### src/rtl/psg_pkg.sv
// ----------------------------------------------------------------------------
// psg_pkg
// shared types and constants of the permutation step generator
// ----------------------------------------------------------------------------
`timescale 1ns / 1ps

package psg_pkg;

   localparam int SYM_W = 8;

   localparam logic CMD_LOAD = 1'b0;
   localparam logic CMD_STEP = 1'b1;

   typedef enum logic [2:0] {
      ST_IDLE,
      ST_SCAN,
      ST_RD_OTHER,
      ST_SWAP_A,
      ST_SWAP_B,
      ST_EMIT_RD,
      ST_EMIT_LD,
      ST_DONE
   } psg_state_type;

endpackage

### src/rtl/permutation_step_generator.sv
// ----------------------------------------------------------------------------
// permutation_step_generator
// johnson-trotter stepper: load items build the word, a step item moves the
// largest mobile symbol and streams out the new arrangement
// load item: taken while idle, the input stays ready for the next item
// step item: scan every symbol through the symbol ram read port, read the swap
//   partner and swap, then read and emit each result symbol, waiting on a stalled output
// no mobile symbol: one done result after the scan
// synchronous active-high reset clears the word length and the handshakes
// ----------------------------------------------------------------------------
`timescale 1ns / 1ps

module permutation_step_generator
   import psg_pkg::*;
#(
   parameter int MAX_LEN = 8
) (
   input  logic             clock,
   input  logic             reset,
   input  logic             req_valid,
   output logic             req_ready,
   input  logic             req_cmd,
   input  logic [SYM_W-1:0] req_symbol_in,
   input  logic             req_first_of_word,
   output logic             rsp_valid,
   input  logic             rsp_ready,
   output logic [SYM_W-1:0] rsp_symbol_out,
   output logic             rsp_last_symbol,
   output logic             rsp_done_res
);

   localparam int IDX_W = $clog2(MAX_LEN);
   localparam int LEN_W = $clog2(MAX_LEN + 1);
   localparam int CNT_W = $clog2(MAX_LEN + 2);

   psg_state_type    state_ff, state_in;

   logic [LEN_W-1:0] len_ff, len_in;
   logic [CNT_W-1:0] cnt_ff, cnt_in;
   logic [SYM_W-1:0] w1_ff, w1_in;
   logic [SYM_W-1:0] w2_ff, w2_in;
   logic [SYM_W-1:0] best_val_ff, best_val_in;
   logic [IDX_W-1:0] best_idx_ff, best_idx_in;
   logic             found_ff, found_in;
   logic [MAX_LEN-1:0] arrow_ff, arrow_in;

   logic             rsp_valid_ff, rsp_valid_in;
   logic [SYM_W-1:0] rsp_sym_ff, rsp_sym_in;
   logic             rsp_last_ff, rsp_last_in;
   logic             rsp_done_ff, rsp_done_in;

   logic             req_fire;
   logic             slot_free;
   logic [CNT_W-1:0] len_ext;
   logic [CNT_W-1:0] cnt_inc;
   logic [CNT_W-1:0] cnt_m2;
   logic [IDX_W-1:0] eval_idx;
   logic [IDX_W-1:0] other_idx;
   logic             scan_end;
   logic             emit_last;
   logic             load_store;
   logic [IDX_W-1:0] load_addr;
   logic             has_left, has_right, mobile, better;

   logic             wr_en;
   logic [IDX_W-1:0] wr_addr;
   logic [SYM_W-1:0] wr_data;
   logic [IDX_W-1:0] rd_addr;
   logic [SYM_W-1:0] rd_q;
   logic             rsp_load;
   logic             do_load;
   logic             do_scan;

   psg_sym_ram #(
      .DEPTH (MAX_LEN)
   ) u_sym_ram (
      .clock   (clock),
      .wr_en   (wr_en),
      .wr_addr (wr_addr),
      .wr_data (wr_data),
      .rd_addr (rd_addr),
      .rd_data (rd_q)
   );

   assign req_fire  = req_valid && req_ready;
   assign slot_free = !rsp_valid_ff || rsp_ready;
   assign len_ext   = CNT_W'(len_ff);
   assign cnt_inc   = cnt_ff + CNT_W'(1);
   assign cnt_m2    = cnt_ff - CNT_W'(2);
   assign eval_idx  = cnt_m2[IDX_W-1:0];
   assign scan_end  = (cnt_ff == len_ext + CNT_W'(1));
   assign emit_last = (cnt_inc == len_ext);
   assign other_idx = arrow_ff[best_idx_ff] ? best_idx_ff + IDX_W'(1)
                                            : best_idx_ff - IDX_W'(1);

   assign load_store = req_first_of_word || (len_ff < LEN_W'(MAX_LEN));
   assign load_addr  = req_first_of_word ? '0 : len_ff[IDX_W-1:0];

   // window: w2 left, w1 candidate, rd_q right neighbor
   assign has_left  = (cnt_ff >= CNT_W'(3));
   assign has_right = (cnt_ff <= len_ext);
   assign mobile    = arrow_ff[eval_idx] ? (has_right && (w1_ff > rd_q))
                                         : (has_left  && (w1_ff > w2_ff));
   assign better    = do_scan && (cnt_ff >= CNT_W'(2)) && mobile && (w1_ff > best_val_ff);

   // next state
   always_comb begin
      state_in = state_ff;
      unique case (state_ff)
         ST_IDLE: begin
            if (req_fire && (req_cmd == CMD_STEP)) begin
               state_in = ST_SCAN;
            end
         end
         ST_SCAN: begin
            if (scan_end) begin
               state_in = found_in ? ST_RD_OTHER : ST_DONE;
            end
         end
         ST_RD_OTHER: state_in = ST_SWAP_A;
         ST_SWAP_A:   state_in = ST_SWAP_B;
         ST_SWAP_B:   state_in = ST_EMIT_RD;
         ST_EMIT_RD:  state_in = ST_EMIT_LD;
         ST_EMIT_LD: begin
            if (slot_free) begin
               state_in = emit_last ? ST_IDLE : ST_EMIT_RD;
            end
         end
         ST_DONE: begin
            if (slot_free) begin
               state_in = ST_IDLE;
            end
         end
         default: state_in = ST_IDLE;
      endcase
   end

   // state decode
   always_comb begin
      req_ready = 1'b0;
      do_load   = 1'b0;
      do_scan   = 1'b0;
      rsp_load  = 1'b0;
      wr_en     = 1'b0;
      wr_addr   = load_addr;
      wr_data   = req_symbol_in;
      rd_addr   = cnt_ff[IDX_W-1:0];
      unique case (state_ff)
         ST_IDLE: begin
            req_ready = 1'b1;
            do_load   = req_fire && (req_cmd == CMD_LOAD) && load_store;
            wr_en     = do_load;
         end
         ST_SCAN: begin
            do_scan = 1'b1;
         end
         ST_RD_OTHER: begin
            rd_addr = other_idx;
         end
         ST_SWAP_A: begin
            wr_en   = 1'b1;
            wr_addr = best_idx_ff;
            wr_data = rd_q;
         end
         ST_SWAP_B: begin
            wr_en   = 1'b1;
            wr_addr = other_idx;
            wr_data = best_val_ff;
         end
         ST_EMIT_RD: begin
         end
         ST_EMIT_LD: begin
            rsp_load = slot_free;
         end
         ST_DONE: begin
            rsp_load = slot_free;
         end
         default: begin
         end
      endcase
   end

   // datapath
   always_comb begin
      len_in      = len_ff;
      cnt_in      = cnt_ff;
      w1_in       = w1_ff;
      w2_in       = w2_ff;
      best_val_in = best_val_ff;
      best_idx_in = best_idx_ff;
      found_in    = found_ff;
      arrow_in    = arrow_ff;
      rsp_sym_in  = rsp_sym_ff;
      rsp_last_in = rsp_last_ff;
      rsp_done_in = rsp_done_ff;

      if (state_ff == ST_IDLE) begin
         cnt_in      = '0;
         found_in    = 1'b0;
         best_val_in = '0;
      end
      if (do_load) begin
         len_in              = req_first_of_word ? LEN_W'(1) : len_ff + LEN_W'(1);
         arrow_in[load_addr] = 1'b0;
      end
      if (do_scan) begin
         cnt_in = cnt_inc;
         w1_in  = rd_q;
         w2_in  = w1_ff;
      end
      if (better) begin
         found_in    = 1'b1;
         best_val_in = w1_ff;
         best_idx_in = eval_idx;
      end
      // arrows swap together with the last symbol write so other_idx stays put
      if (state_ff == ST_SWAP_B) begin
         arrow_in[best_idx_ff] = arrow_ff[other_idx];
         arrow_in[other_idx]   = arrow_ff[best_idx_ff];
         cnt_in                = '0;
      end
      if (rsp_load) begin
         if (state_ff == ST_DONE) begin
            rsp_sym_in  = '0;
            rsp_last_in = 1'b1;
            rsp_done_in = 1'b1;
         end else begin
            rsp_sym_in  = rd_q;
            rsp_last_in = emit_last;
            rsp_done_in = 1'b0;
            cnt_in      = cnt_inc;
            // symbols larger than the moved one turn around
            if (rd_q > best_val_ff) begin
               arrow_in[cnt_ff[IDX_W-1:0]] = ~arrow_ff[cnt_ff[IDX_W-1:0]];
            end
         end
      end
   end

   always_comb begin
      if (rsp_load) begin
         rsp_valid_in = 1'b1;
      end else if (rsp_ready) begin
         rsp_valid_in = 1'b0;
      end else begin
         rsp_valid_in = rsp_valid_ff;
      end
   end

   always_ff @(posedge clock) begin
      if (reset) begin
         state_ff     <= ST_IDLE;
         len_ff       <= '0;
         cnt_ff       <= '0;
         found_ff     <= 1'b0;
         rsp_valid_ff <= 1'b0;
      end else begin
         state_ff     <= state_in;
         len_ff       <= len_in;
         cnt_ff       <= cnt_in;
         found_ff     <= found_in;
         rsp_valid_ff <= rsp_valid_in;
      end
   end

   always_ff @(posedge clock) begin
      w1_ff       <= w1_in;
      w2_ff       <= w2_in;
      best_val_ff <= best_val_in;
      best_idx_ff <= best_idx_in;
      arrow_ff    <= arrow_in;
      rsp_sym_ff  <= rsp_sym_in;
      rsp_last_ff <= rsp_last_in;
      rsp_done_ff <= rsp_done_in;
   end

   assign rsp_valid       = rsp_valid_ff;
   assign rsp_symbol_out  = rsp_sym_ff;
   assign rsp_last_symbol = rsp_last_ff;
   assign rsp_done_res    = rsp_done_ff;

endmodule

### src/rtl/psg_sym_ram.sv
// ----------------------------------------------------------------------------
// psg_sym_ram
// symbol store: one write port, one read port with registered read data
// ----------------------------------------------------------------------------
`timescale 1ns / 1ps

module psg_sym_ram
   import psg_pkg::*;
#(
   parameter int DEPTH = 8
) (
   input  logic                       clock,
   input  logic                       wr_en,
   input  logic [$clog2(DEPTH)-1:0]   wr_addr,
   input  logic [SYM_W-1:0]           wr_data,
   input  logic [$clog2(DEPTH)-1:0]   rd_addr,
   output logic [SYM_W-1:0]           rd_data
);

   logic [SYM_W-1:0] mem [DEPTH];

   always_ff @(posedge clock) begin
      if (wr_en) begin
         mem[wr_addr] <= wr_data;
      end
      rd_data <= mem[rd_addr];
   end

endmodule

### config.mk
export PLATFORM = sky130hd
export DESIGN_NAME = permutation_step_generator
export DESIGN_NICKNAME = d
export VERILOG_FILES = /design/src/rtl/psg_pkg.sv /design/src/rtl/permutation_step_generator.sv /design/src/rtl/psg_sym_ram.sv
export SDC_FILE = /design/constraint.sdc
export NUM_CORES = 1
export LEC_CHECK = 0
export BUFFER_PORTS_ARGS = -buffer_cell sky130_fd_sc_hd__buf_2
export CAP_MARGIN = 20
export CORE_MARGIN = 2
export CORE_UTILIZATION = 63
export CTS_CLUSTER_DIAMETER = 200
export DETAILED_ROUTE_END_ITERATION = 8
export PLACE_DENSITY_LB_ADDON = 0.2
export SYNTH_ARGS = -nofsm -noshare
export SYNTH_HDL_FRONTEND = slang
export SYNTH_SLANG_ARGS = --single-unit
### constraint.sdc
create_clock -name clock -period 5 [get_ports clock]
set_input_delay 1 -clock clock [delete_from_list [all_inputs] [get_ports clock]]
set_output_delay 1 -clock clock [all_outputs]
set_load 0.01 [all_outputs]
==> flow_summary.rst <==
.. list-table::
   :header-rows: 1

   * - Metric
     - Value
   * - Average vias per placed instance
     - 6.86
   * - Core area
     - 0.0115 mm2
   * - Worst-path maximum fanout
     - 14
   * - Clock sink count
     - 130
   * - Cells resized by post-CTS repair
     - 0
   * - Detailed-route wire length
     - 19200 um
   * - Setup crit end kind
     - flop
   * - Crit path kind
     - reg2reg
   * - Maximum achievable frequency
     - 0.212 GHz
   * - Netlist Area Pre-Place
     - 0.00749 mm2
   * - Violations in the final reports
     - DRC
   * - Pre-antenna DRT Iters
     - 7
   * - Vertical die dimension
     - 113 um
   * - Clock-pin slew of the registers on the worst-case setup and hold paths
     - 0.06 ns
   * - Commonest non-fill, non-tap cell in the layout
     - sky130_fd_sc_hd__edfxtp_1
   * - Hold Crit Class
     - reg2reg
   * - Leakage Power
     - 3.05 nW
   * - Worst path cell trace
     - mux4_2, and2_4, nor2_1, clkinv_1, fa_1, o22ai_1, a31oi_1, nand2_1, nor2_1
   * - Initial antenna violation count
     - 0
   * - Clock root cell
     - sky130_fd_sc_hd__clkbuf_16
   * - Cell repeated most along the worst path
     - sky130_fd_sc_hd__nor2_1
   * - Post-layout minimum cycle time
     - 4.71 ns
   * - Final Cycle Share
     - 94.2%
   * - Main synth FF type
     - sky130_fd_sc_hd__edfxtp_1
   * - Worst hold start
     - w1_ff[0]$_DFFE_PP_
   * - Antenna diodes
     - 0
   * - Total overflow reported by the global router
     - 0
   * - Post-synth EDFFs
     - 101
   * - Top-level I/O count
     - 26
   * - Remaining DRCs
     - 2
   * - Critical path data required time
     - 5.05 ns
   * - First-pass GRT wire length
     - 30700 um
   * - Port Buf Inserts
     - 25
   * - Result of the run
     - complete, but fails checks
   * - Setup TNS
     - 0 ns
   * - Placement Rows
     - 39
   * - RSZ-0062 raised after global routing
     - no
   * - Die width
     - 113 um
   * - DRT iter0 DRCs
     - 916
   * - CTS tree
     - yes
   * - Number of H-tree levels
     - 4
   * - Worst supply voltage drop on vdd
     - 381 uV
   * - Worst EP arrival
     - 4.76 ns
   * - Global-route usage over all layers
     - 31.2%
   * - Fillcell total
     - 816
   * - Mapped Nets
     - 772
   * - Post-route cell area
     - 0.00827 mm2
   * - Total clock buffers created by CTS
     - 17
   * - Net count, final
     - 798
   * - Relative slew margins
     - 22.0%
   * - Wire per inst
     - 21.4 um
   * - Number of max-slew violations in the final report
     - 0
   * - Antenna Nets Post-Route
     - 0
   * - Leading cell types in the layout, fill and taps excluded
     - 101 x sky130_fd_sc_hd__edfxtp_1, 69 x sky130_fd_sc_hd__nand2_1, 55 x sky130_fd_sc_hd__nor2_1, 55 x sky130_fd_sc_hd__a21oi_1, 42 x sky130_fd_sc_hd__ha_1
   * - Synthesis-to-layout area growth
     - 10.4%
   * - Routability congestion estimate from global placement
     - 0.950
   * - Max-cap viol count
     - 0
   * - Ratio of cells with drive above 1 in the final layout
     - 11.9%
   * - Part of the Yosys area used for sequential elements
     - 48.2%
   * - Number of distinct library cells after synthesis
     - 65
   * - Worst Setup Slack, final
     - 0.290 ns
   * - Largest stage delay, worst path
     - 0.75 ns
   * - Placed Area
     - 0.00773 mm2
   * - Total number of vias
     - 6154
   * - Detailed placer's ending HPWL
     - 13900 um
   * - Slowest cell on crit path
     - sky130_fd_sc_hd__fa_1
   * - Via count of the first global-routing pass
     - 5905
   * - Yosys reg bits
     - 130
   * - Mean instance size in the synthesized netlist
     - 10.5 um2
   * - Die Footprint
     - 0.0128 mm2
   * - Setup Viol. Count Final
     - 0
   * - Clock latency on the worst-skew pair
     - 0.42 ns
   * - Post-placement worst setup slack
     - 0.414 ns
   * - Proportion of register bits with asynchronous set or reset after synthesis
     - 0%
   * - Clk_skew
     - 0.00877 ns
   * - Hold buffers post-CTS
     - 0
   * - Pin count of the biggest net entering global routing
     - 41
   * - Total setup buffers inserted after CTS
     - 0
   * - Maximum root-to-sink buffer count
     - 2
   * - Type of origin of the critical path
     - flop
   * - Ratio of total power to cell area
     - 579 mW/mm2
   * - Gate count of the mapped netlist
     - 715
   * - Worst setup path start
     - best_idx_ff[2]$_DFFE_PP_
   * - Worst reg2reg startpoint
     - best_idx_ff[2]$_DFFE_PP_
   * - Count of synthesis-stage warnings from yosys
     - 0
   * - Final hold violation count
     - 0
   * - Least-Margin Pin Slew
     - 1.16 ns
   * - Initial Util
     - 65.0%
==> metal layers <==
| metal | part of all wire (%) | up-vias | routed length, um | global-route usage [%] |
|---|---|---|---|---|
| met3 | 11 | 45 | 2100 | 7.34 |
| met2 | 46 | 393 | 8880 | 49.9 |
| met1 | 40 | 2910 | 7740 | 41.8 |
| li1 | - | 2806 | - | - |
| met4 | 2.6 | 0 | 491 | 11.8 |
| met5 | 0 | - | 0 | 0 |
==> report_power, final <==
part	total (mW)	leakage (nW)	internal [mW]	switching, mW
sequential	1.78	1.17	1.53	0.247
clock	1.11	0.255	0.635	0.475
combinational	1.90	1.62	0.725	1.18
total	4.79	3.05	2.89	1.90
==> area by class of cell <==
class / count / area (um2) / share of cell area (%)
clock buffer: 17 / 425 / 5.14
timing repair buffer: 32 / 178 / 2.15
inverter: 38 / 143 / 1.72
multi-input combinational: 522 / 3620 / 43.8
clock inverter: 15 / 108 / 1.30
tap: 143 / 179 / 2.16
sequential: 130 / 3610 / 43.7
==> cells in the mapped netlist, types with 3 or more instances <==
library cell / instances / area [um2]
sky130_fd_sc_hd__o221ai_1: 9 / 78.8
sky130_fd_sc_hd__a21o_1: 7 / 52.6
sky130_fd_sc_hd__nand3_1: 11 / 55.1
sky130_fd_sc_hd__a31oi_1: 20 / 125
sky130_fd_sc_hd__and2_1: 9 / 56.3
sky130_fd_sc_hd__inv_1: 36 / 135
sky130_fd_sc_hd__nor3_1: 11 / 55.1
sky130_fd_sc_hd__or2_2: 7 / 43.8
sky130_fd_sc_hd__a22o_1: 17 / 149
sky130_fd_sc_hd__ha_1: 42 / 526
sky130_fd_sc_hd__nor2b_1: 9 / 56.3
sky130_fd_sc_hd__mux2i_1: 36 / 360
sky130_fd_sc_hd__buf_1: 4 / 15.0
sky130_fd_sc_hd__xnor2_1: 3 / 26.3
sky130_fd_sc_hd__nand4_1: 10 / 62.6
sky130_fd_sc_hd__o21a_1: 3 / 22.5
sky130_fd_sc_hd__buf_2: 6 / 30.0
sky130_fd_sc_hd__nand2b_1: 6 / 37.5
sky130_fd_sc_hd__o21ai_0: 21 / 105
sky130_fd_sc_hd__nand2_1: 69 / 259
sky130_fd_sc_hd__o211ai_1: 9 / 67.6
sky130_fd_sc_hd__edfxtp_1: 101 / 3030
sky130_fd_sc_hd__nor3b_1: 3 / 22.5
sky130_fd_sc_hd__clkbuf_1: 13 / 48.8
sky130_fd_sc_hd__a21oi_1: 55 / 275
sky130_fd_sc_hd__nor4_1: 10 / 62.6
sky130_fd_sc_hd__dfxtp_1: 29 / 581
sky130_fd_sc_hd__mux4_2: 7 / 158
sky130_fd_sc_hd__o22ai_1: 23 / 144
sky130_fd_sc_hd__xor2_1: 8 / 70.1
sky130_fd_sc_hd__a211oi_1: 22 / 165
sky130_fd_sc_hd__nor2_1: 55 / 206
==> worst paths after layout <==
path	endpoint	slack, ns	cells after the start
worst max-delay path	u_sym_ram.mem[5][6]$_DFFE_PP_	0.29	9
worst min-delay path	w2_ff[0]$_DFFE_PP_	0.46	0
worst max register to register	u_sym_ram.mem[5][6]$_DFFE_PP_	0.29	9
worst min register to register	w2_ff[0]$_DFFE_PP_	0.46	0
==> critical path, delay by kind of cell, from the launching register on <==
family / cells / cell delay (ns)
simple gates: 4 / 1.29
mux: 1 / 0.57
compound gates: 2 / 0.76
fa+ha+maj: 1 / 0.75
flops: 1 / 0.62
buf+inv: 1 / 0.35
==> state kept, by name, summed over array words and instances, names as in the netlist <==
signal	count
arrow_ff	8
best_idx_ff	3
best_val_ff	8
cnt_ff	4
found_ff	1
len_ext	4
rsp_done_res	1
rsp_last_symbol	1
rsp_symbol_out	8
rsp_valid	1
state_ff	3
u_sym_ram.mem	64
u_sym_ram.rd_data	8
w1_ff	8
w2_ff	8
==> kinds of logic after synthesis <==
| group | share of synthesized area [%] |
|---|---|
| AO/OA/AOI/OAI | 19.0 |
| XOR/XNOR | 1.29 |
| adder cells (fa/ha/maj) | 7.28 |
| buffers and inverters | 3.46 |
| flip-flops | 48.2 |
| multiplexers | 7.27 |
| AND/OR/NAND/NOR | 13.5 |
==> stage by stage <==
stage                     instances  total power, mW  utilization [%]  hold WS, ns
after global routing            897             5.06             71.8        0.476
final                           897             4.79             71.8        0.461
after floorplan                 715             3.07                -        0.426
after detailed placement        864             3.62             67.1        0.448
after CTS                       896             4.74             71.7        0.461
after global placement          864             3.51             67.1        0.428
No activity file was read; power rests on OpenSTA's default activity.
